### src/mdd_ram.sv
`timescale 1ns / 1ps
// ----------------------------------------------------------------------------
// mdd_ram
// Generic single-write, single-read RAM with registered read data.
// ----------------------------------------------------------------------------
module mdd_ram #(
  parameter int WIDTH = 8,
  parameter int DEPTH = 16
) (
  input  logic                     clk,
  input  logic                     we,
  input  logic [$clog2(DEPTH)-1:0] waddr,
  input  logic [WIDTH-1:0]         wdata,
  input  logic                     re,
  input  logic [$clog2(DEPTH)-1:0] raddr,
  output logic [WIDTH-1:0]         rdata
);

  logic [WIDTH-1:0] mem [DEPTH];

  always_ff @(posedge clk) begin
    if (we) begin
      mem[waddr] <= wdata;
    end
    if (re) begin
      rdata <= mem[raddr];
    end
  end

endmodule

### config.mk
export PLATFORM = sky130hd
export DESIGN_NAME = mdd_ram
export DESIGN_NICKNAME = d
export VERILOG_FILES = /design/src/mdd_ram.sv
export SDC_FILE = /design/constraint.sdc
export NUM_CORES = 1
export LEC_CHECK = 0
export BUFFER_PORTS_ARGS = -buffer_cell sky130_fd_sc_hd__buf_2
export CORE_MARGIN = 5
export CORE_UTILIZATION = 50
export DETAILED_ROUTE_END_ITERATION = 8
export PLACE_DENSITY = 0.67
export SKIP_LAST_GASP = 1
export SLEW_MARGIN = 15
export SYNTH_ARGS = -nofsm -noshare
export SYNTH_HDL_FRONTEND = slang
export SYNTH_SLANG_ARGS = --single-unit
### constraint.sdc
create_clock -name clk -period 2.5 [get_ports clk]
set_input_delay 0.375 -clock clk [delete_from_list [all_inputs] [get_ports clk]]
set_output_delay 0.375 -clock clk [all_outputs]
set_load 0.03 [all_outputs]
==> flow_results.xml <==
<?xml version="1.0" encoding="UTF-8"?>
<metrics>
  <group name="clock_network">
    <metric name="worst_setup_hold_path_clk_slew" unit="ns">0.06</metric>
    <metric name="cts.repair.resized" unit="">0</metric>
    <metric name="post_cts_hold_buffer_count" unit="">0</metric>
    <metric name="tritoncts" unit="">built</metric>
    <metric name="cts_buffers" unit="">17</metric>
    <metric name="cts-root-buf" unit="">clkbuf_8</metric>
    <metric name="postCtsSetupRepairBufs" unit="">0</metric>
    <metric name="clock-sinks" unit="">136</metric>
    <metric name="clock_insertion_delay_worst_skew" unit="ns">0.51</metric>
    <metric name="clockBufferDepth" unit="">2</metric>
    <metric name="ctsHtreeMaxLevel" unit="">4</metric>
  </group>
  <group name="run">
    <metric name="cap_viol_max_count" unit="">0</metric>
  </group>
  <group name="logic_synthesis">
    <metric name="synth_seq_area_share" unit="%">78.1</metric>
    <metric name="synth_nets" unit="">248</metric>
    <metric name="synth_area_per_cell" unit="um^2">22.8</metric>
    <metric name="ys_seq_elements" unit="">136</metric>
    <metric name="synthesis.instances" unit="">229</metric>
    <metric name="ys.warnings.count" unit="">0</metric>
    <metric name="synthesis.area" unit="mm^2">0.00523</metric>
    <metric name="synth.lib_cells_used.distinct" unit="">18</metric>
  </group>
  <group name="min_path">
    <metric name="min-delay-path-class" unit="">primary input to flop</metric>
    <metric name="holdCritStartpoint" unit="">wdata[2]</metric>
  </group>
  <group name="run_status">
    <metric name="outcome" unit="">completed</metric>
  </group>
  <group name="final_layout">
    <metric name="fin_util" unit="%">59.4</metric>
    <metric name="stdcell_count" unit="">430</metric>
    <metric name="layout-drive-gt1-share" unit="%">29.3</metric>
    <metric name="layout.nets" unit="">303</metric>
    <metric name="flow.area_growth_from_synthesis" unit="%">16.8</metric>
    <metric name="final_antenna_diode_count" unit="">0</metric>
  </group>
  <group name="route">
    <metric name="postRouteAntennaNets" unit="">0</metric>
    <metric name="num_vias" unit="">2472</metric>
    <metric name="drtIter0Drc" unit="">212</metric>
    <metric name="routed_wl_per_cell" unit="um">22.9</metric>
    <metric name="drc" unit="">0</metric>
    <metric name="via_per_inst" unit="">5.75</metric>
    <metric name="wl" unit="um">9840</metric>
    <metric name="detail_route.first_pass.iterations" unit="">5</metric>
  </group>
  <group name="die">
    <metric name="placementRows" unit="">37</metric>
    <metric name="pin_count" unit="">27</metric>
    <metric name="die_w" unit="um">112</metric>
    <metric name="die_area" unit="mm^2">0.0126</metric>
    <metric name="dieHeight" unit="um">112</metric>
    <metric name="core-area" unit="mm^2">0.0103</metric>
    <metric name="initial_utilization" unit="%">50.9</metric>
  </group>
  <group name="timing">
    <metric name="min_period_over_period" unit="%">60.6</metric>
    <metric name="finClkSkew" unit="ns">0.00635</metric>
    <metric name="max_frequency" unit="MHz">660</metric>
    <metric name="rsz0062_at_grt" unit="">false</metric>
    <metric name="finalHoldViolCount" unit="">0</metric>
    <metric name="worst_slew_margin_rel" unit="%">51.9</metric>
    <metric name="worst-slew-pin-transition" unit="ns">0.719</metric>
    <metric name="maxSlewViolCount" unit="">0</metric>
    <metric name="setup_viol" unit="">0</metric>
    <metric name="pnr_worst_setup_slack" unit="ns">0.986</metric>
    <metric name="min_cycle_time_layout" unit="ns">1.51</metric>
    <metric name="setup_tns_final" unit="ns">0</metric>
  </group>
  <group name="global_route">
    <metric name="first_global_vias" unit="">2502</metric>
    <metric name="initial_antenna_violation_count" unit="">0</metric>
    <metric name="grtUsageTotal" unit="%">17.0</metric>
    <metric name="grt_start_max_net_pins" unit="">33</metric>
    <metric name="globalRouteOverflowTotal" unit="">0</metric>
    <metric name="first_pass_grt_wire_length" unit="um">15400</metric>
  </group>
  <group name="worst_setup_path">
    <metric name="timing.critical_path.required" unit="ns">2.12</metric>
    <metric name="reg2reg_from" unit="">mem[5][1]</metric>
    <metric name="slowest_stage" unit="">edfxtp_1</metric>
    <metric name="crit_family" unit="">flip-flops</metric>
    <metric name="crit_path_end_kind" unit="">output pin</metric>
    <metric name="path_cells" unit="">buf_2</metric>
    <metric name="critical_path.max_fanout" unit="">1</metric>
    <metric name="critical_path.startpoint" unit="">rdata[4]</metric>
    <metric name="worst-setup-path-type" unit="">flop to output pin</metric>
    <metric name="crit_path_max_incr_delay" unit="ns">0.42</metric>
    <metric name="cp_data_arrival_time" unit="ns">1.14</metric>
    <metric name="critPathBufInv" unit="">1</metric>
    <metric name="setup.worst_path.start_class" unit="">flop</metric>
  </group>
  <group name="place">
    <metric name="number_of_cells_after_detailed_placement" unit="">401</metric>
    <metric name="number_of_buffer_cells_added_on_primary_ports" unit="">26</metric>
    <metric name="detailedPlacementHpwl" unit="um">6110</metric>
    <metric name="gp_congestion" unit="">0.735</metric>
    <metric name="post-place-ws" unit="ns">0.506</metric>
  </group>
  <group name="pwr">
    <metric name="p_per_area" unit="mW/mm^2">808</metric>
    <metric name="power.static_leakage" unit="uW">0.00207</metric>
    <metric name="worst_ir_drop_vdd" unit="uV">491</metric>
  </group>
</metrics>
## per-layer routing
| layer | vias to the layer above | routed length, um | GRT usage, % |
|---|---|---|---|
| li1 | 1091 | - | - |
| met1 | 1265 | 4200 | 24.9 |
| met2 | 105 | 4750 | 25.0 |
| met3 | 11 | 766 | 4.74 |
| met4 | 0 | 123 | 5.53 |
| met5 | - | 0 | 0 |
## cells in the final DEF (no fill, tap or decap)
cell / synthesis / layout
clkinv_1: 0 / 3
buf_2: 3 / 26
nor3_1: 4 / 4
or3b_2: 1 / 1
nand2_1: 9 / 9
bufinv_16: 0 / 1
mux4_1: 14 / 14
clkbuf_1: 0 / 5
nand3b_1: 2 / 2
a22oi_1: 16 / 16
clkbuf_8: 0 / 1
nand2b_1: 2 / 2
mux4_2: 18 / 18
nor2_1: 13 / 13
buf_4: 1 / 18
and2_1: 1 / 1
buf_12: 0 / 2
clkinv_2: 0 / 3
clkbuf_16: 0 / 16
and2b_1: 1 / 1
edfxtp_1: 136 / 136
nand3_1: 1 / 1
nor2b_1: 1 / 1
## through the flow
stage / instance area (um^2) / total power (uW) / hold WS [ns]
after floorplan: 5230 / 2780 / 0.474
after global placement: 5620 / 2880 / 0.725
after detailed placement: 5620 / 2890 / 0.738
after CTS: 6110 / 4980 / 0.225
after global routing: 6110 / 5120 / 0.228
final: 6110 / 4940 / 0.249
## worst paths after layout
check	endpoint	slack (ns)	depth (start not counted)
max	rdata[4]	0.99	1
min	mem[10][2]	0.25	1
max reg2reg	rdata[1]	0.99	3
min reg2reg	rdata[1]	0.75	3
## logic make-up after synthesis
family | count (synthesis) | share of synthesized area (%)
simple gates | 35 | 3.14
mux | 32 | 14.8
flops | 136 | 78.1
compound gates | 16 | 2.30
buf+inv | 10 | 1.65
## cells in the mapped netlist
master | count | area, um^2
or3b_2 | 1 | 8.76
nand2_1 | 9 | 33.8
nor2_1 | 13 | 48.8
edfxtp_1 | 136 | 4080
nor3_1 | 4 | 20.0
and2_1 | 1 | 6.26
nand2b_1 | 2 | 12.5
buf_6 | 3 | 33.8
a22oi_1 | 16 | 120
buf_2 | 3 | 15.0
nand3_1 | 1 | 5.00
buf_4 | 1 | 7.51
and2b_1 | 1 | 7.51
mux4_2 | 18 | 405
clkdlybuf4s25_2 | 3 | 30.0
nand3b_1 | 2 | 15.0
nor2b_1 | 1 | 6.26
mux4_1 | 14 | 368
## layout make-up
| type | instances | area [um^2] |
|---|---|---|
| clock buffer | 22 | 433 |
| clock inverter | 7 | 56.3 |
| tap | 136 | 170 |
| multi-input combinational | 83 | 1060 |
| sequential | 136 | 4080 |
| fill | 772 | 4170 |
| timing repair buffer | 46 | 305 |
## power breakdown
part	total [uW]	switching (uW)	internal [uW]
registers	2580	13.5	2570
clock network	2100	817	1280
logic	252	152	100
total	4940	983	3950
## flip-flops by register name (all words and copies together) (netlist names)
| name | count |
|---|---|
| rdata | 8 |
| mem | 128 |
No activity file was read; power rests on OpenSTA's default activity.
