`src/mdd_pkg.sv`:
```
`timescale 1ns / 1ps
// ----------------------------------------------------------------------------
// mdd_pkg
// Shared constants and types for the minimum-distance symbol demapper.
// ----------------------------------------------------------------------------
package mdd_pkg;

  // parameter defaults
  localparam int MAX_POINTS_DEF  = 4096;
  localparam int SAMPLE_BITS_DEF = 16;
  localparam int MAX_BITS_DEF    = 12;

  // fixed field widths
  localparam int INDEX_W = 12;
  localparam int LABEL_W = 12;
  localparam int PTS_W   = 13;
  localparam int BPS_W   = 4;
  localparam int PADDR_W = 4;
  localparam int PDATA_W = 32;

  // register map (word index)
  localparam logic [1:0] REG_POINTS = 2'd0;
  localparam logic [1:0] REG_BPS    = 2'd1;
  localparam logic [1:0] REG_MSB    = 2'd2;
  localparam logic [1:0] REG_LABELS = 2'd3;

  // register reset values
  localparam logic [PTS_W-1:0] POINTS_RST = PTS_W'(4);
  localparam logic [BPS_W-1:0] BPS_RST    = BPS_W'(2);

  // command codes
  localparam logic CMD_LOAD  = 1'b0;
  localparam logic CMD_DEMAP = 1'b1;

  typedef struct packed {
    logic [PTS_W-1:0] points_in_use;
    logic [BPS_W-1:0] bits_per_symbol;
    logic             high_bit_first;
    logic             use_labels;
  } cfg_t;

  // control that travels with each table read through the distance unit
  typedef struct packed {
    logic vld;
    logic first;
    logic last;
  } scan_ctl_t;

endpackage

```
`src/mdd_cfg_regs.sv`:
```
`timescale 1ns / 1ps
// ----------------------------------------------------------------------------
// mdd_cfg_regs
// APB register file: points in use, bits per symbol, bit order, label use.
// ----------------------------------------------------------------------------
module mdd_cfg_regs (
  input  logic                          clk,
  input  logic                          rst,
  input  logic                          psel,
  input  logic                          penable,
  input  logic                          pwrite,
  input  logic [mdd_pkg::PADDR_W-1:0]   paddr,
  input  logic [mdd_pkg::PDATA_W-1:0]   pwdata,
  output logic [mdd_pkg::PDATA_W-1:0]   prdata,
  output logic                          pready,
  output mdd_pkg::cfg_t                 cfg
);

  mdd_pkg::cfg_t regs;
  logic          wr_en;

  assign pready = 1'b1;
  assign wr_en  = psel & penable & pwrite;
  assign cfg    = regs;

  always_ff @(posedge clk) begin
    if (rst) begin
      regs.points_in_use   <= mdd_pkg::POINTS_RST;
      regs.bits_per_symbol <= mdd_pkg::BPS_RST;
      regs.high_bit_first  <= 1'b0;
      regs.use_labels      <= 1'b0;
    end else if (wr_en) begin
      case (paddr[3:2])
        mdd_pkg::REG_POINTS: regs.points_in_use   <= pwdata[mdd_pkg::PTS_W-1:0];
        mdd_pkg::REG_BPS:    regs.bits_per_symbol <= pwdata[mdd_pkg::BPS_W-1:0];
        mdd_pkg::REG_MSB:    regs.high_bit_first  <= pwdata[0];
        mdd_pkg::REG_LABELS: regs.use_labels      <= pwdata[0];
        default: ;
      endcase
    end
  end

  always_comb begin
    case (paddr[3:2])
      mdd_pkg::REG_POINTS: prdata = mdd_pkg::PDATA_W'(regs.points_in_use);
      mdd_pkg::REG_BPS:    prdata = mdd_pkg::PDATA_W'(regs.bits_per_symbol);
      mdd_pkg::REG_MSB:    prdata = mdd_pkg::PDATA_W'(regs.high_bit_first);
      mdd_pkg::REG_LABELS: prdata = mdd_pkg::PDATA_W'(regs.use_labels);
      default:             prdata = '0;
    endcase
  end

endmodule

```
`config.mk`:
```
export PLATFORM = sky130hd
export DESIGN_NAME = mdd_cfg_regs
export DESIGN_NICKNAME = d
export VERILOG_FILES = /design/src/mdd_pkg.sv /design/src/mdd_cfg_regs.sv
export SDC_FILE = /design/constraint.sdc
export NUM_CORES = 1
export LEC_CHECK = 0
export ABC_AREA = 0
export BUFFER_PORTS_ARGS = -buffer_cell sky130_fd_sc_hd__buf_4
export CAP_MARGIN = 10
export CORE_MARGIN = 4
export CORE_UTILIZATION = 39
export CTS_BUF_LIST = sky130_fd_sc_hd__clkbuf_16
export CTS_CLUSTER_SIZE = 28
export DETAILED_ROUTE_END_ITERATION = 6
export PLACE_DENSITY = 0.78
export SYNTH_ARGS = -nofsm -noshare
export SYNTH_HDL_FRONTEND = slang
export SYNTH_SLANG_ARGS = --single-unit
```
`constraint.sdc`:
```
create_clock -name clk -period 1.2 [get_ports clk]
set_input_delay 0.18 -clock clk [delete_from_list [all_inputs] [get_ports clk]]
set_output_delay 0.18 -clock clk [all_outputs]
set_load 0.005 [all_outputs]
```
==> key figures <==
GRT
  – Vias in the first global route: 972
  – First-pass GRT wire length: 4490 um
  – Total Routing Usage GR: 13.7%
  – Initial antenna violation count: 0
  – Largest net degree at the start of global routing: 35
  – GRT Residual Overflow: 0

Floorplanning
  – Horiz. Die Dim: 63.7 um
  – IO Count: between 90 and 100
  – Standard-cell rows: 19
  – Starting Density: 42.4%
  – Core Region: 0.00285 mm^2
  – Die height: between 60 and 70 um
  – Area of the die: 0.00405 mm^2

Outcome
  – Violated checks: setup timing
  – Outcome: finished, violations left

Finish
  – Most frequent cells in the layout: 57 x buf_4, 20 x nand2b_1, 20 x conb_1
  – Share of cells above drive strength 1: roughly 45%
  – Max reg flops: 19
  – Antenna cells: 0
  – Post-layout net count: 218
  – P&R area growth vs syn: 31.7%
  – Commonest non-fill, non-tap cell in the layout: buf_4

Clocking
  – Cts bufs inserted: 3
  – Clock buffer depth: 2
  – Clk slew on worst S/H paths: 0.05 ns
  – # H-tree levels: 1
  – CTS tree: built
  – Clk_lat worst skew: 0.24 ns
  – CTS Sinks: 19
  – CTS root buffer: clkbuf_16
  – Hold Buf Count CTS: 0

STA
  – Final min period: around 1.3 ns
  – TNS Setup: -0.138 ns
  – RSZ-0062 raised after global routing: yes
  – Clock skew: 0 ns
  – FMAX: 748 MHz
  – Final hold vios: 0
  – Final WS setup: -0.138 ns
  – Final Cycle Share: 111%
  – Setup violators final: 1
  – Slew Viols, Final: 0

Power
  – Pleak: 0.751 nW
  – Total Power: 0.00149 W
  – Cell Pwr Density: approximately 940 mW/mm^2
  – VDD IR-drop max: 0.418 mV

Synthesis
  – Synth unique cells: 21
  – Synth area leader: dfxtp_1
  – Synth Warn #: 0
  – Seq/Total Area, Yosys: 31.5%
  – Synth Register Bits: 19
  – Synthesized instance count: 127
  – Area contributors post-synth: dfxtp_1 31%, buf_4 14%, nand2b_1 10%, mux2i_1 9.9%, nand4b_1 7.2%
  – Synth top area share: 31.5%
  – Synthesized area per cell: 9.52 um^2
  – Post-Syn Area: between 0.001 and 0.0015 mm^2

Place
  – # port buffers: 51
  – Routability cong.: 0.680
  – Dpl hpwl: 2120 um

Setup path
  – Critical Path Source Type: flop
  – Family with the most delay on the worst path: multiplexers
  – Slowest CP cell: mux4_2
  – Worst-path fanout max: 2
  – Arrival @ worst endpoint: 1.16 ns
  – Critical-path cell list: mux4_2 > buf_6
  – Crit-path max cell delay: 0.47 ns
  – Worst setup EP type: output pin
  – Worst path bufs/invs: 1
  – Type of the worst setup path: reg -> out
  – CP Data Required Time: just over 1 ns

Min path
  – Worst min-delay path class: in -> reg

Routing
  – WL/cell: 13.1 um
  – Residual DRC: 0
  – Drt initial violations: 21
  – DR pass1 iterations: 4
  – DR vias: 984
  – Routed wire length: 2720 um
  – Post-route ant nets: 0
  – Vias/cell: 4.75

Run
  – Max-cap violation count: 0
stage by stage:
stage | instances | area (um^2) | hold slack [ns] | util [%] | setup WS, ns
after floorplan | 145 | 1280 | 0.335 | - | 0.210
after global placement | 200 | 1480 | 0.448 | 51.9 | 0.0845
after detailed placement | 200 | 1480 | 0.461 | 51.9 | 0.0801
after CTS | 207 | 1590 | 0.208 | 55.7 | -0.143
after global routing | 207 | 1590 | 0.214 | 55.8 | -0.169
final | 207 | 1590 | 0.212 | 55.8 | -0.138
what timing repair did:
action / 4_1_cts / 5_1_grt
gates resized for setup: 4 / 1
buffers inserted: 3 / 0
endpoints found under the setup margin: 1 / 1
hold endpoints to repair: 0 / 0
worst paths after layout:
| path | start | end | slack [ns] | cells after the start |
|---|---|---|---|---|
| max reg2reg | cfg[1]$_SDFFE_PP0P_ | cfg[1]$_SDFFE_PP0P_ | 0.50 | 3 |
| min | pwdata[11] | cfg[17]$_SDFFE_PP0P_ | 0.21 | 3 |
| min reg2reg | cfg[16]$_SDFFE_PP0P_ | cfg[16]$_SDFFE_PP0P_ | 0.49 | 2 |
| max | cfg[0]$_SDFFE_PP0P_ | prdata[0] | -0.14 | 2 |
where the power goes:
| group | switching (W) | internal, W |
|---|---|---|
| combinational | 0.0000840 | 0.0000994 |
| sequential | 0.00000603 | 0.000640 |
| clock | 0.000219 | 0.000446 |
| total | 0.000309 | 0.00119 |
cells by family after synthesis:
kind of cell,Yosys count,share of synthesized area [%]
and+or+nand+nor,52,28.4
buffers and inverters,31,20.5
AOI/OAI and AO/OA,10,7.25
other,2,0.621
muxes,13,11.8
DFF,19,31.5
Yosys cell counts, drive strengths merged:
cell,number
and2,10
nor2,8
nand2b,20
mux2i,12
o21ai,10
and3b,1
clkbuf,3
nand3,1
nand3b,1
buf,27
and3,1
dfxtp,19
mux4,1
nand4b,10
dlymetal6s2s,1
conb,2
worst reg2reg max path, stage by stage, from the launching register on:
cell and delay [ns]:
dfxtp_2 0.32, buf_4 0.13, nand2b_1 0.08, mux2i_1 0.07
layer usage:
layer,GRT usage [%],share of wire (%)
met5,0,0
met4,7.01,2.2
met3,2.31,5.8
met2,25.2,56
met1,14.9,36
final cells by class:
class | count | area (um^2)
Tap cell | 31 | 38.8
Clock buffer | 3 | 75.1
Clock inverter | 1 | 5.00
Fill cell | 257 | 1260
Multi-Input combinational cell | 95 | 648
Sequential cell | 19 | 385
Timing Repair Buffer | 58 | 439
(Power assumes the default switching activity.)
