**src/mdd_pkg.sv**
```systemverilog
`timescale 1ns / 1ps
// ----------------------------------------------------------------------------
// mdd_pkg
// Shared constants and types for the minimum-distance symbol demapper.
// ----------------------------------------------------------------------------
package mdd_pkg;

  // parameter defaults
  localparam int MAX_POINTS_DEF  = 4096;
  localparam int SAMPLE_BITS_DEF = 16;
  localparam int MAX_BITS_DEF    = 12;

  // fixed field widths
  localparam int INDEX_W = 12;
  localparam int LABEL_W = 12;
  localparam int PTS_W   = 13;
  localparam int BPS_W   = 4;
  localparam int PADDR_W = 4;
  localparam int PDATA_W = 32;

  // register map (word index)
  localparam logic [1:0] REG_POINTS = 2'd0;
  localparam logic [1:0] REG_BPS    = 2'd1;
  localparam logic [1:0] REG_MSB    = 2'd2;
  localparam logic [1:0] REG_LABELS = 2'd3;

  // register reset values
  localparam logic [PTS_W-1:0] POINTS_RST = PTS_W'(4);
  localparam logic [BPS_W-1:0] BPS_RST    = BPS_W'(2);

  // command codes
  localparam logic CMD_LOAD  = 1'b0;
  localparam logic CMD_DEMAP = 1'b1;

  typedef struct packed {
    logic [PTS_W-1:0] points_in_use;
    logic [BPS_W-1:0] bits_per_symbol;
    logic             high_bit_first;
    logic             use_labels;
  } cfg_t;

  // control that travels with each table read through the distance unit
  typedef struct packed {
    logic vld;
    logic first;
    logic last;
  } scan_ctl_t;

endpackage

```
**src/mdd_dist_unit.sv**
```systemverilog
`timescale 1ns / 1ps
// ----------------------------------------------------------------------------
// mdd_dist_unit
// Pipelined squared-distance unit with running minimum, one entry per cycle.
// ----------------------------------------------------------------------------
module mdd_dist_unit #(
  parameter int SAMPLE_BITS = mdd_pkg::SAMPLE_BITS_DEF,
  parameter int IDX_W       = 12
) (
  input  logic                          clk,
  input  logic                          rst,
  input  mdd_pkg::scan_ctl_t            issue_ctl,
  input  logic [IDX_W-1:0]              issue_idx,
  input  logic signed [SAMPLE_BITS-1:0] xi,
  input  logic signed [SAMPLE_BITS-1:0] xq,
  input  logic [SAMPLE_BITS-1:0]        pt_i,
  input  logic [SAMPLE_BITS-1:0]        pt_q,
  input  logic [mdd_pkg::LABEL_W-1:0]   pt_label,
  output logic                          done,
  output logic [IDX_W-1:0]              best_idx,
  output logic [SAMPLE_BITS-1:0]        best_i,
  output logic [SAMPLE_BITS-1:0]        best_q,
  output logic [mdd_pkg::LABEL_W-1:0]   best_label
);

  localparam int SB  = SAMPLE_BITS;
  localparam int SQ_W = 2 * SB;
  localparam int D_W  = 2 * SB + 1;

  // stage a: lines up with the RAM read data
  mdd_pkg::scan_ctl_t ctl_a, ctl_b, ctl_c, ctl_d;
  logic [IDX_W-1:0]   idx_a, idx_b, idx_c, idx_d;

  logic signed [SB:0] diff_i, diff_q;
  logic [SB-1:0]      abs_i, abs_q;

  logic [SB-1:0]               ai_b, aq_b, pi_b, pq_b, pi_c, pq_c, pi_d, pq_d;
  logic [mdd_pkg::LABEL_W-1:0] lab_b, lab_c, lab_d;
  logic [SQ_W-1:0]             sqi_c, sqq_c;
  logic [D_W-1:0]              sum_d, best_dist;
  logic                        take;

  // |d| never exceeds 2^SB - 1, so it fits SB bits
  assign diff_i = $signed({xi[SB-1], xi}) - $signed({pt_i[SB-1], pt_i});
  assign diff_q = $signed({xq[SB-1], xq}) - $signed({pt_q[SB-1], pt_q});
  assign abs_i  = diff_i[SB] ? SB'(-diff_i) : diff_i[SB-1:0];
  assign abs_q  = diff_q[SB] ? SB'(-diff_q) : diff_q[SB-1:0];

  // strict less keeps the lowest index on a tie
  assign take = ctl_d.vld & (ctl_d.first | (sum_d < best_dist));

  always_ff @(posedge clk) begin
    if (rst) begin
      ctl_a <= '0;
      ctl_b <= '0;
      ctl_c <= '0;
      ctl_d <= '0;
      done  <= 1'b0;
    end else begin
      ctl_a <= issue_ctl;
      ctl_b <= ctl_a;
      ctl_c <= ctl_b;
      ctl_d <= ctl_c;
      done  <= ctl_d.vld & ctl_d.last;
    end
  end

  always_ff @(posedge clk) begin
    idx_a <= issue_idx;
    // stage b: absolute differences
    idx_b <= idx_a;
    ai_b  <= abs_i;
    aq_b  <= abs_q;
    pi_b  <= pt_i;
    pq_b  <= pt_q;
    lab_b <= pt_label;
    // stage c: squares
    idx_c <= idx_b;
    sqi_c <= SQ_W'(ai_b) * SQ_W'(ai_b);
    sqq_c <= SQ_W'(aq_b) * SQ_W'(aq_b);
    pi_c  <= pi_b;
    pq_c  <= pq_b;
    lab_c <= lab_b;
    // stage d: sum
    idx_d <= idx_c;
    sum_d <= D_W'(sqi_c) + D_W'(sqq_c);
    pi_d  <= pi_c;
    pq_d  <= pq_c;
    lab_d <= lab_c;
    // running minimum
    if (take) begin
      best_dist  <= sum_d;
      best_idx   <= idx_d;
      best_i     <= pi_d;
      best_q     <= pq_d;
      best_label <= lab_d;
    end
  end

endmodule

```
**config.mk**
```make
export PLATFORM = sky130hd
export DESIGN_NAME = mdd_dist_unit
export DESIGN_NICKNAME = d
export VERILOG_FILES = /design/src/mdd_pkg.sv /design/src/mdd_dist_unit.sv
export SDC_FILE = /design/constraint.sdc
export NUM_CORES = 1
export LEC_CHECK = 0
export BUFFER_PORTS_ARGS = -buffer_cell sky130_fd_sc_hd__buf_2
export CAP_MARGIN = 20
export CORE_UTILIZATION = 30
export DETAILED_ROUTE_END_ITERATION = 16
export PLACE_DENSITY_LB_ADDON = 0.08
export SLEW_MARGIN = 10
export SYNTH_ARGS = -nofsm -noshare
export SYNTH_HDL_FRONTEND = slang
export SYNTH_SLANG_ARGS = --single-unit
```
**constraint.sdc**
```tcl
create_clock -name clk -period 11.9 [get_ports clk]
set_input_delay 2.38 -clock clk [delete_from_list [all_inputs] [get_ports clk]]
set_output_delay 2.38 -clock clk [all_outputs]
set_load 0.1 [all_outputs]
```
==> flow_metrics.py, run 1 <==
metrics = {
    "status": {
        "status": "complete, no violations",
    },
    "critical_path": {
        "cpMaxStageDelayCell": "dfxtp_1",
        "cpMostUsedCell": "fa_1",
        "worst_r2r_endpoint": "sqi_c[29]",
        "r2r_slack_ns": 4.94,
        "cp_max_fo": 15,
        "path_cells": "inv_1 -> nor2_1 -> ha_1 -> xor2_1 -> fa_1 -> inv_1 -> fa_1 -> fa_1 -> fa_1 -> inv_1 -> fa_1 -> inv_1 -> ha_1 -> and4_1 -> nand3_1 -> or2_0 -> a2111o_1 -> o211ai_1 -> a21oi_1 -> nor2_1 -> o221ai_1 -> xnor2_1",
        "crit_cells": 22,
        "arrival_ns": 7.44,
        "r2r_start": "ai_b[13]",
        "worstSetupPathType": "reg -> reg",
        "cp_top_family": "adder cells",
        "path_buf_inv": 4,
        "r2r.worst_path.cells": 22,
        "start_kind": "flop",
        "cp_slowest_stage_delay_ns": 0.71,
        "required_ns": 12.39,
        "endpoint_kind": "flop",
    },
    "clocking": {
        "cts_hold_buf": 0,
        "cts.path.max_buffers": 3,
        "cts_root_buf": "clkbuf_16",
        "cts_tree": "built",
        "cts.sinks": 409,
        "clk_pin_slew_ns": 0.06,
        "post_cts_buffers": 0,
        "cts_buffers": 50,
        "clk_latency_ns": 0.61,
        "cts_resized": 0,
        "htreeDepth": 2,
    },
    "cells_and_area": {
        "final_common_cell": "inv_1",
        "layout-drive-gt1-share": 0.0906,
        "fin_nets": 3597,
        "layout_common_cells": "inv_1 (597), fa_1 (326), dfxtp_1 (320)",
        "area_growth_pct": 13.5,
        "antenna_cells": 0,
    },
    "hold_path": {
        "hold_path_end": "idx_c[5]",
        "hold_start": "idx_b[5]",
        "holdPathStages": 0,
        "worstHoldPathType": "reg -> reg",
    },
    "floorplan": {
        "start_util": 0.305,
        "die_h_um": 308,
        "dieArea_um2": 94700,
        "fp-row-count": 111,
        "core_um2": 92100,
        "ios": 150,
        "die_w_um": 308,
    },
    "synthesis": {
        "ys_ff_latch": 409,
        "yosys_most_used_dff": "dfxtp_1",
        "ys_warn_count": 0,
        "synth_edf_count": 89,
        "ys_seq_area_frac": 0.324,
        "synthCells": 2716,
        "syn_area_per_cell_um2": 10.3,
        "ys_types": 74,
        "synthArstFlopShare": 0,
        "synth_area_um2": 28000,
        "syn_nets": 3438,
    },
    "timing": {
        "fmax_mhz": 144,
        "tightest_slew_ns": 0.950,
        "period_share": 0.585,
        "setup-tns-final_ns": 0,
        "hold_violations": 0,
        "maxSlewHeadroom": 0.367,
        "fin_crit_ns": 6.96,
        "clock_skew_ns": 0.0190,
        "maxSlewViolCount": 0,
        "rsz0062_at_grt": "no",
        "setup_violations": 0,
    },
    "global_routing": {
        "grt_pass1_wl_mm": 101,
        "grt_overflow": 0,
        "grt_pass1_vias": 19700,
        "track_usage": 0.135,
        "antenna_found_initial": 1,
        "grt_start_max_net_pins": 60,
    },
    "routing": {
        "drc": 0,
        "wire_per_inst_um": 14.8,
        "ant_nets": 0,
        "viasPerCell": 4.37,
        "num_vias": 18100,
        "drt_iter0_markers": 778,
        "drt_wl_total_mm": 61.6,
        "first_pass_iters": 5,
    },
    "place": {
        "gp_congestion": 0.832,
        "port_buffers": 149,
        "dp_hpwl_mm": 50.3,
    },
    "run": {
        "drv_cap": 0,
    },
}
logic make-up after synthesis:
group | synth area share
adders and majority gates | 0.368
buffers and inverters | 0.0858
muxes | 0.00116
DFF | 0.324
xor gates and xnor gates | 0.0430
and+or+nand+nor | 0.0961
AOI/OAI and AO/OA | 0.0823
Yosys cell counts (26+ instances only):
cell type,number,area [um^2]
nor2_1,114,428
nor2b_1,29,181
nor3_1,26,130
clkbuf_1,43,161
a21oi_1,99,495
a21o_1,59,443
ha_1,303,3790
dfxtp_1,320,6410
inv_1,597,2240
nand2_1,191,717
and2_1,82,513
o21ai_0,45,225
xor2_1,39,342
xnor2_1,96,841
fa_1,326,6530
edfxtp_1,89,2670
area by class of cell:
type                    instances  area [um^2]
clock inverters                23          272
multi-input cells            1666        16600
repair buffers                151          761
well taps                    1243         1560
flip-flops and latches        409         9080
fillers                      9447        60300
clock buffers                  67         1350
inverters                     597         2240
layer usage:
layer	global-route usage	vias to the layer above	part of all wire
met5	0	-	0
met4	0.0504	0	0.034
met3	0.0251	99	0.045
met2	0.227	324	0.47
met1	0.172	8814	0.45
li1	-	8912	-
state kept, by name (all words and copies together) (netlist names), 31 cells and up:
| register | count |
|---|---|
| best_dist | 33 |
| sum_d | 33 |
| sqi_c | 31 |
| sqq_c | 31 |
worst max path at each step:
stage / end / startpoint
5_1_grt: sqi_c[29] / ai_b[13]
2_1_floorplan: best_dist[0] / best_dist[26]
3_3_place_gp: sqi_c[31] / ai_b[13]
3_5_place_dp: sqi_c[29] / ai_b[13]
4_1_cts: sqi_c[29] / ai_b[13]
6_report: sqi_c[29] / ai_b[13]
worst register-to-register path, delay by kind of cell, from the launching register on:
| family | cells | cell delay (ns) |
|---|---|---|
| AOI/OAI and AO/OA | 4 | 1.04 |
| xor gates and xnor gates | 2 | 0.35 |
| adders and majority gates | 7 | 3.16 |
| buffers and inverters | 4 | 0.49 |
| DFF | 1 | 0.71 |
| and+or+nand+nor | 5 | 1.12 |
through the flow:
step | worst slack [ns] | hold WS (ns) | cells | cell area (um^2) | utilization
CTS | 4.90 | 0.322 | 4156 | 31800 | 0.346
global route | 4.39 | 0.326 | 4156 | 31800 | 0.346
finish | 4.94 | 0.318 | 4156 | 31800 | 0.346
global placement | 4.98 | 0.310 | 4066 | 30200 | 0.328
detailed placement | 4.87 | 0.312 | 4066 | 30200 | 0.328
floorplan | 5.19 | 0.310 | 2716 | 28000 | -
Power of run 1 is left out: the tool's default activity adds up to more than one toggle a clock period on the data nets, which glitch-free logic cannot reach.
==> inputs of run 2 (changes only) <==
Settings changed: ABC_AREA from default to 1.
Clock period 11.9 ns to 5.95 ns, I/O delays scaled along.
==> run 2 against run 1 <==
  * Non-clock buffer count up 43
  * Final cell count grew 18%
  * Highest routed layer unchanged
  * Count of clock-buffer cells in the layout grew 1
  * Maximum frequency increased by 25%
  * Wire length increased by 10%
  * Largest cell class unchanged
  * Sequential cell count unchanged
  * Final area is 6.8% higher
  * Critical path type unchanged
==> flow_metrics.py, run 2 <==
metrics = {
    "status": {
        "status": "complete, no violations",
    },
    "floorplan": {
        "ios": 150,
        "dieArea_um2": 100000,
        "die_h_um": 317,
        "fp-row-count": 115,
        "die_w_um": 317,
        "start_util": 0.302,
        "core_um2": 98300,
    },
    "cells_and_area": {
        "nFillCells": 10300,
        "antenna_cells": 0,
        "utilization": 0.346,
        "final_common_cell": "inv_1",
        "reg.largest.list": "best_dist: 33 flops, sum_d: 33 flops",
        "fin_cells": 4897,
        "area_growth_pct": 14.4,
        "layout-drive-gt1-share": 0.0970,
        "fin_nets": 4291,
        "layout_common_cells": "inv_1 (834), nand2_1 (697), fa_1 (326)",
    },
    "synthesis": {
        "synth_top_area_cell": "fa_1",
        "synthCells": 3386,
        "ys_types": 40,
        "ys_ff_latch": 409,
        "ys_warn_count": 0,
        "synth_simple_gate_area_frac": 0.147,
        "syn_area_per_cell_um2": 8.78,
        "ys_top_cells_by_area": "fa_1 (22%), dfxtp_1 (22%), ha_1 (13%), inv_1 (11%), edfxtp_1 (9.0%)",
        "synth_top_area_share": 0.220,
        "post-synth-top-count-cell": "inv_1",
        "synth_fa_ha_area_frac": 0.347,
        "synth_edf_count": 89,
        "synthTopCellsByCount": "inv_1 (834), nand2_1 (697), fa_1 (326)",
        "synth_xor_area_frac": 0.0357,
        "synthArstFlopShare": 0,
        "synth_top_family_by_area": "adder cells",
        "synth_area_um2": 29700,
        "synth_compound_area_frac": 0.0503,
        "yosys_most_used_dff": "dfxtp_1",
        "syn_nets": 4108,
        "ys_seq_area_frac": 0.305,
        "muxShareOfSynthArea": 0,
    },
    "global_routing": {
        "antenna_found_initial": 0,
        "grt_pass1_vias": 21700,
        "track_usage": 0.141,
        "grt_pass1_wl_mm": 112,
        "grt_overflow": 0,
        "grt_start_max_net_pins": 50,
    },
    "place": {
        "dp_hpwl_mm": 57.3,
        "place_inst": 4804,
        "gp_congestion": 0.825,
        "dp_slack_ns": 0.000204,
        "port_buffers": 149,
    },
    "timing": {
        "setup_violations": 0,
        "maxSlewViolCount": 0,
        "fmax_mhz": 179,
        "rsz0062_at_grt": "no",
        "setup-tns-final_ns": 0,
        "clock_skew_ns": 0.0400,
        "maxSlewHeadroom": 0.482,
        "period_share": 0.937,
        "tightest_slew_ns": 0.776,
        "hold_violations": 0,
        "fin_crit_ns": 5.58,
        "setup_slack_ns": 0.373,
    },
    "critical_path": {
        "r2r.worst_path.cells": 19,
        "start_kind": "flop",
        "required_ns": 6.48,
        "worstSetupPathType": "reg -> reg",
        "endpoint_kind": "flop",
        "arrival_ns": 6.10,
        "cp_max_fo": 12,
    },
    "routing": {
        "drt_iter0_markers": 676,
        "num_vias": 20600,
        "wire_per_inst_um": 13.8,
        "viasPerCell": 4.21,
        "ant_nets": 0,
        "drc": 0,
        "drt_wl_total_mm": 67.8,
        "first_pass_iters": 5,
    },
    "hold_path": {
        "worstHoldPathType": "reg -> reg",
        "holdPathStages": 0,
    },
    "clocking": {
        "cts.sinks": 409,
        "cts.path.max_buffers": 3,
        "cts_root_buf": "clkbuf_16",
        "cts_buffers": 50,
        "clk_latency_ns": 0.64,
        "htreeDepth": 2,
        "clk_pin_slew_ns": 0.07,
        "cts_hold_buf": 0,
        "cts_tree": "built",
    },
    "run": {
        "drv_cap": 0,
    },
}
[run 2: cell types whose count changed in the layout (fill, tap and decap cells not counted), moves of 51 or more]
cell / delta
nand2_1: +506
inv_1: +237
and2_1: -76
nand3_1: +68
xnor2_1: -58
a21oi_1: +51
[run 2: metal layers]
metal,vias up,wire length (um),track usage
met1,9690,31900,0.185
li1,10600,-,-
met3,68,2530,0.0254
met2,255,32000,0.238
met4,0,1410,0.0343
met5,-,0,0
[run 2: timing repair]
| item | CTS | global route |
|---|---|---|
| setup buffers | 0 | 0 |
| pin swaps | 0 | 0 |
| resized for setup | 1 | 20 |
| setup endpoints to repair | 1 | 19 |
[run 2: final timing paths]
path	startpoint	end	slack, ns
worst max-delay path	ai_b[6]	sqi_c[25]	0.37
worst min-delay path	idx_b[0]	idx_c[0]	0.31
worst max register to register	ai_b[6]	sqi_c[25]	0.37
worst min register to register	idx_b[0]	idx_c[0]	0.31
[run 2: through the flow]
step	hold WS, ns	instance area [um^2]
after floorplan	0.310	29700
after global placement	0.310	32200
after detailed placement	0.312	32200
after CTS	0.310	34000
after global routing	0.321	34000
final	0.312	34000
[run 2: cell type report]
class | count | area, um^2 | share of cell area
inverter | 835 | 3130 | 0.0922
tap | 1287 | 1610 | 0.0474
multi-input combinational | 2079 | 17300 | 0.508
clock inverter | 25 | 319 | 0.00939
sequential | 409 | 9100 | 0.268
timing repair buffer | 194 | 1100 | 0.0323
clock buffer | 68 | 1450 | 0.0427
[run 2: cells by family (layout without fill, tap and decap cells)]
kind of cell	count (synthesis)	in the layout
compound gates	271	271
simple gates	1058	1058
fa+ha+maj	629	629
xor+xnor	121	121
flops	409	409
buf+inv	898	1122
[run 2: worst max-delay path, stage by stage, from the launching register on]
cell,delay [ns]
dfxtp_2,0.53
buf_4,0.21
nand2_1,0.08
fa_1,0.48
fa_1,0.51
inv_1,0.05
fa_1,0.41
fa_1,0.51
fa_1,0.55
inv_1,0.05
fa_1,0.48
inv_1,0.04
ha_1,0.37
nand2_1,0.15
nor2_1,0.23
inv_1,0.11
nor3_1,0.30
nand3_1,0.12
nand3_1,0.10
xor2_1,0.18
Power of run 2 is left out for the same reason.
==> inputs of run 3 (changes only) <==
Settings changed: ABC_AREA 1 to default.
==> run 3 against run 2 <==
  * Critical path depth is 3 higher
  * Maximum frequency is 5.9% lower
  * Final area hardly changed
  * Wire length is 7.7% lower
  * Largest cell class unchanged
==> flow_metrics.py, run 3 (synthesis gave the netlist of run 1 again) <==
metrics = {
    "status": {
        "status": "complete, no violations",
    },
    "place": {
        "gp_congestion": 0.820,
        "dp_hpwl_mm": 51.9,
        "port_buffers": 149,
        "post_dp_cell_area_um2": 31600,
        "dp_slack_ns": -0.280,
        "place_inst": 4247,
    },
    "timing": {
        "setup_violations": 0,
        "setup_slack_ns": 0.0232,
        "fin_crit_ns": 5.93,
        "rsz0062_at_grt": "yes",
        "hold_violations": 0,
        "tightest_slew_ns": 0.905,
        "maxSlewViolCount": 0,
        "clock_skew_ns": 0.0593,
        "fmax_mhz": 169,
        "period_share": 0.996,
        "maxSlewHeadroom": 0.391,
    },
    "routing": {
        "num_vias": 18600,
        "drc": 0,
        "wire_per_inst_um": 14.4,
        "first_pass_iters": 5,
        "drt_wl_total_mm": 62.6,
        "drt_iter0_markers": 608,
        "viasPerCell": 4.28,
        "ant_nets": 0,
    },
    "run": {
        "drv_cap": 0,
    },
    "floorplan": {
        "dieArea_um2": 94700,
        "start_util": 0.305,
        "die_w_um": 308,
        "die_h_um": 308,
        "core_um2": 92100,
        "ios": 150,
        "fp-row-count": 111,
    },
    "critical_path": {
        "arrival_ns": 6.48,
        "worstSetupPathType": "reg -> reg",
        "cp_max_fo": 4,
        "required_ns": 6.50,
        "endpoint_kind": "flop",
        "start_kind": "flop",
    },
    "clocking": {
        "cts_tree": "built",
        "clk_latency_ns": 0.63,
        "cts_buffers": 48,
        "htreeDepth": 2,
        "clk_pin_slew_ns": 0.06,
        "cts.path.max_buffers": 3,
        "cts.sinks": 409,
        "cts_root_buf": "clkbuf_16",
    },
    "cells_and_area": {
        "layout-drive-gt1-share": 0.188,
        "fin_area_um2": 34000,
        "utilization": 0.369,
        "area_growth_pct": 21.2,
        "layout_common_cells": "inv_1 (584), fa_1 (316), dfxtp_1 (298)",
        "reg.largest.list": "best_dist: 33 flops, sum_d: 33 flops",
        "antenna_cells": 0,
        "final_common_cell": "inv_1",
        "fin_nets": 3796,
        "nFillCells": 9271,
        "fin_cells": 4357,
    },
    "global_routing": {
        "track_usage": 0.138,
        "antenna_found_initial": 2,
        "grt_pass1_wl_mm": 104,
        "grt_start_max_net_pins": 58,
        "grt_pass1_vias": 20200,
        "grt_overflow": 0,
    },
    "hold_path": {
        "worstHoldPathType": "reg -> reg",
    },
}
[run 3: cell types whose count changed in the layout (fill, tap and decap cells not counted), sizes merged, moves of 58 or more]
| cell | before | now |
|---|---|---|
| nand2 | 721 | 191 |
| xnor2 | 38 | 96 |
| nand3 | 101 | 23 |
| inv | 837 | 602 |
| and2 | 6 | 83 |
| buf | 194 | 352 |
[run 3: per-stage QoR]
stage | hold WS (ns) | TNS [ns]
after floorplan | 0.310 | 0
after global placement | 0.310 | -2.26
after detailed placement | 0.312 | -3.10
after CTS | 0.325 | 0
after global routing | 0.329 | -1.29
final | 0.320 | 0
[run 3: routing by layer]
| metal | vias up | wire length [um] | global-route usage | share of wire |
|---|---|---|---|---|
| li1 | 9312 | - | - | - |
| met3 | 67 | 2470 | 0.0272 | 0.039 |
| met2 | 251 | 28400 | 0.221 | 0.45 |
| met4 | 0 | 1110 | 0.0320 | 0.018 |
| met5 | - | 0 | 0 | 0 |
| met1 | 9012 | 30600 | 0.189 | 0.49 |
[run 3: cell type report]
type                            count  area [um^2]  share of cell area
Clock buffer                       63         1340              0.0394
Clock inverter                     27          380              0.0112
Inverter                          597         2240              0.0660
Multi-Input combinational cell   1666        17000               0.499
Sequential cell                   409         9140               0.269
Tap cell                         1243         1560              0.0457
Timing Repair Buffer              352         2360              0.0696
[run 3: what timing repair did]
item / CTS / global route
setup endpoints to repair: 18 / 24
setup buffers: 5 / 15
gates cloned: 0 / 1
pin swaps: 24 / 77
hold buffers: 0 / 0
resized for setup: 48 / 102
[run 3: final timing paths]
path            start         to  slack (ns)  cells past startpoint
max          ai_b[12]  sqi_c[25]        0.02                     22
min          idx_a[5]   idx_b[5]        0.32                      0
max reg2reg  ai_b[12]  sqi_c[25]        0.02                     22
min reg2reg  idx_a[5]   idx_b[5]        0.32                      0
[run 3: worst max-delay path, cell delays in order, from the launching register on]
cell,delay (ns)
dfxtp_4,0.39
buf_12,0.11
buf_12,0.10
nand2_1,0.09
fa_1,0.51
fa_1,0.55
inv_1,0.05
fa_1,0.52
fa_1,0.43
fa_1,0.49
inv_1,0.05
fa_1,0.47
inv_1,0.04
ha_1,0.30
a21o_1,0.16
a21o_1,0.17
a21o_1,0.18
a221oi_2,0.29
o211ai_1,0.23
a21oi_2,0.30
o21bai_1,0.10
a21oi_1,0.19
xnor2_1,0.15
Power of run 3 is left out for the same reason.
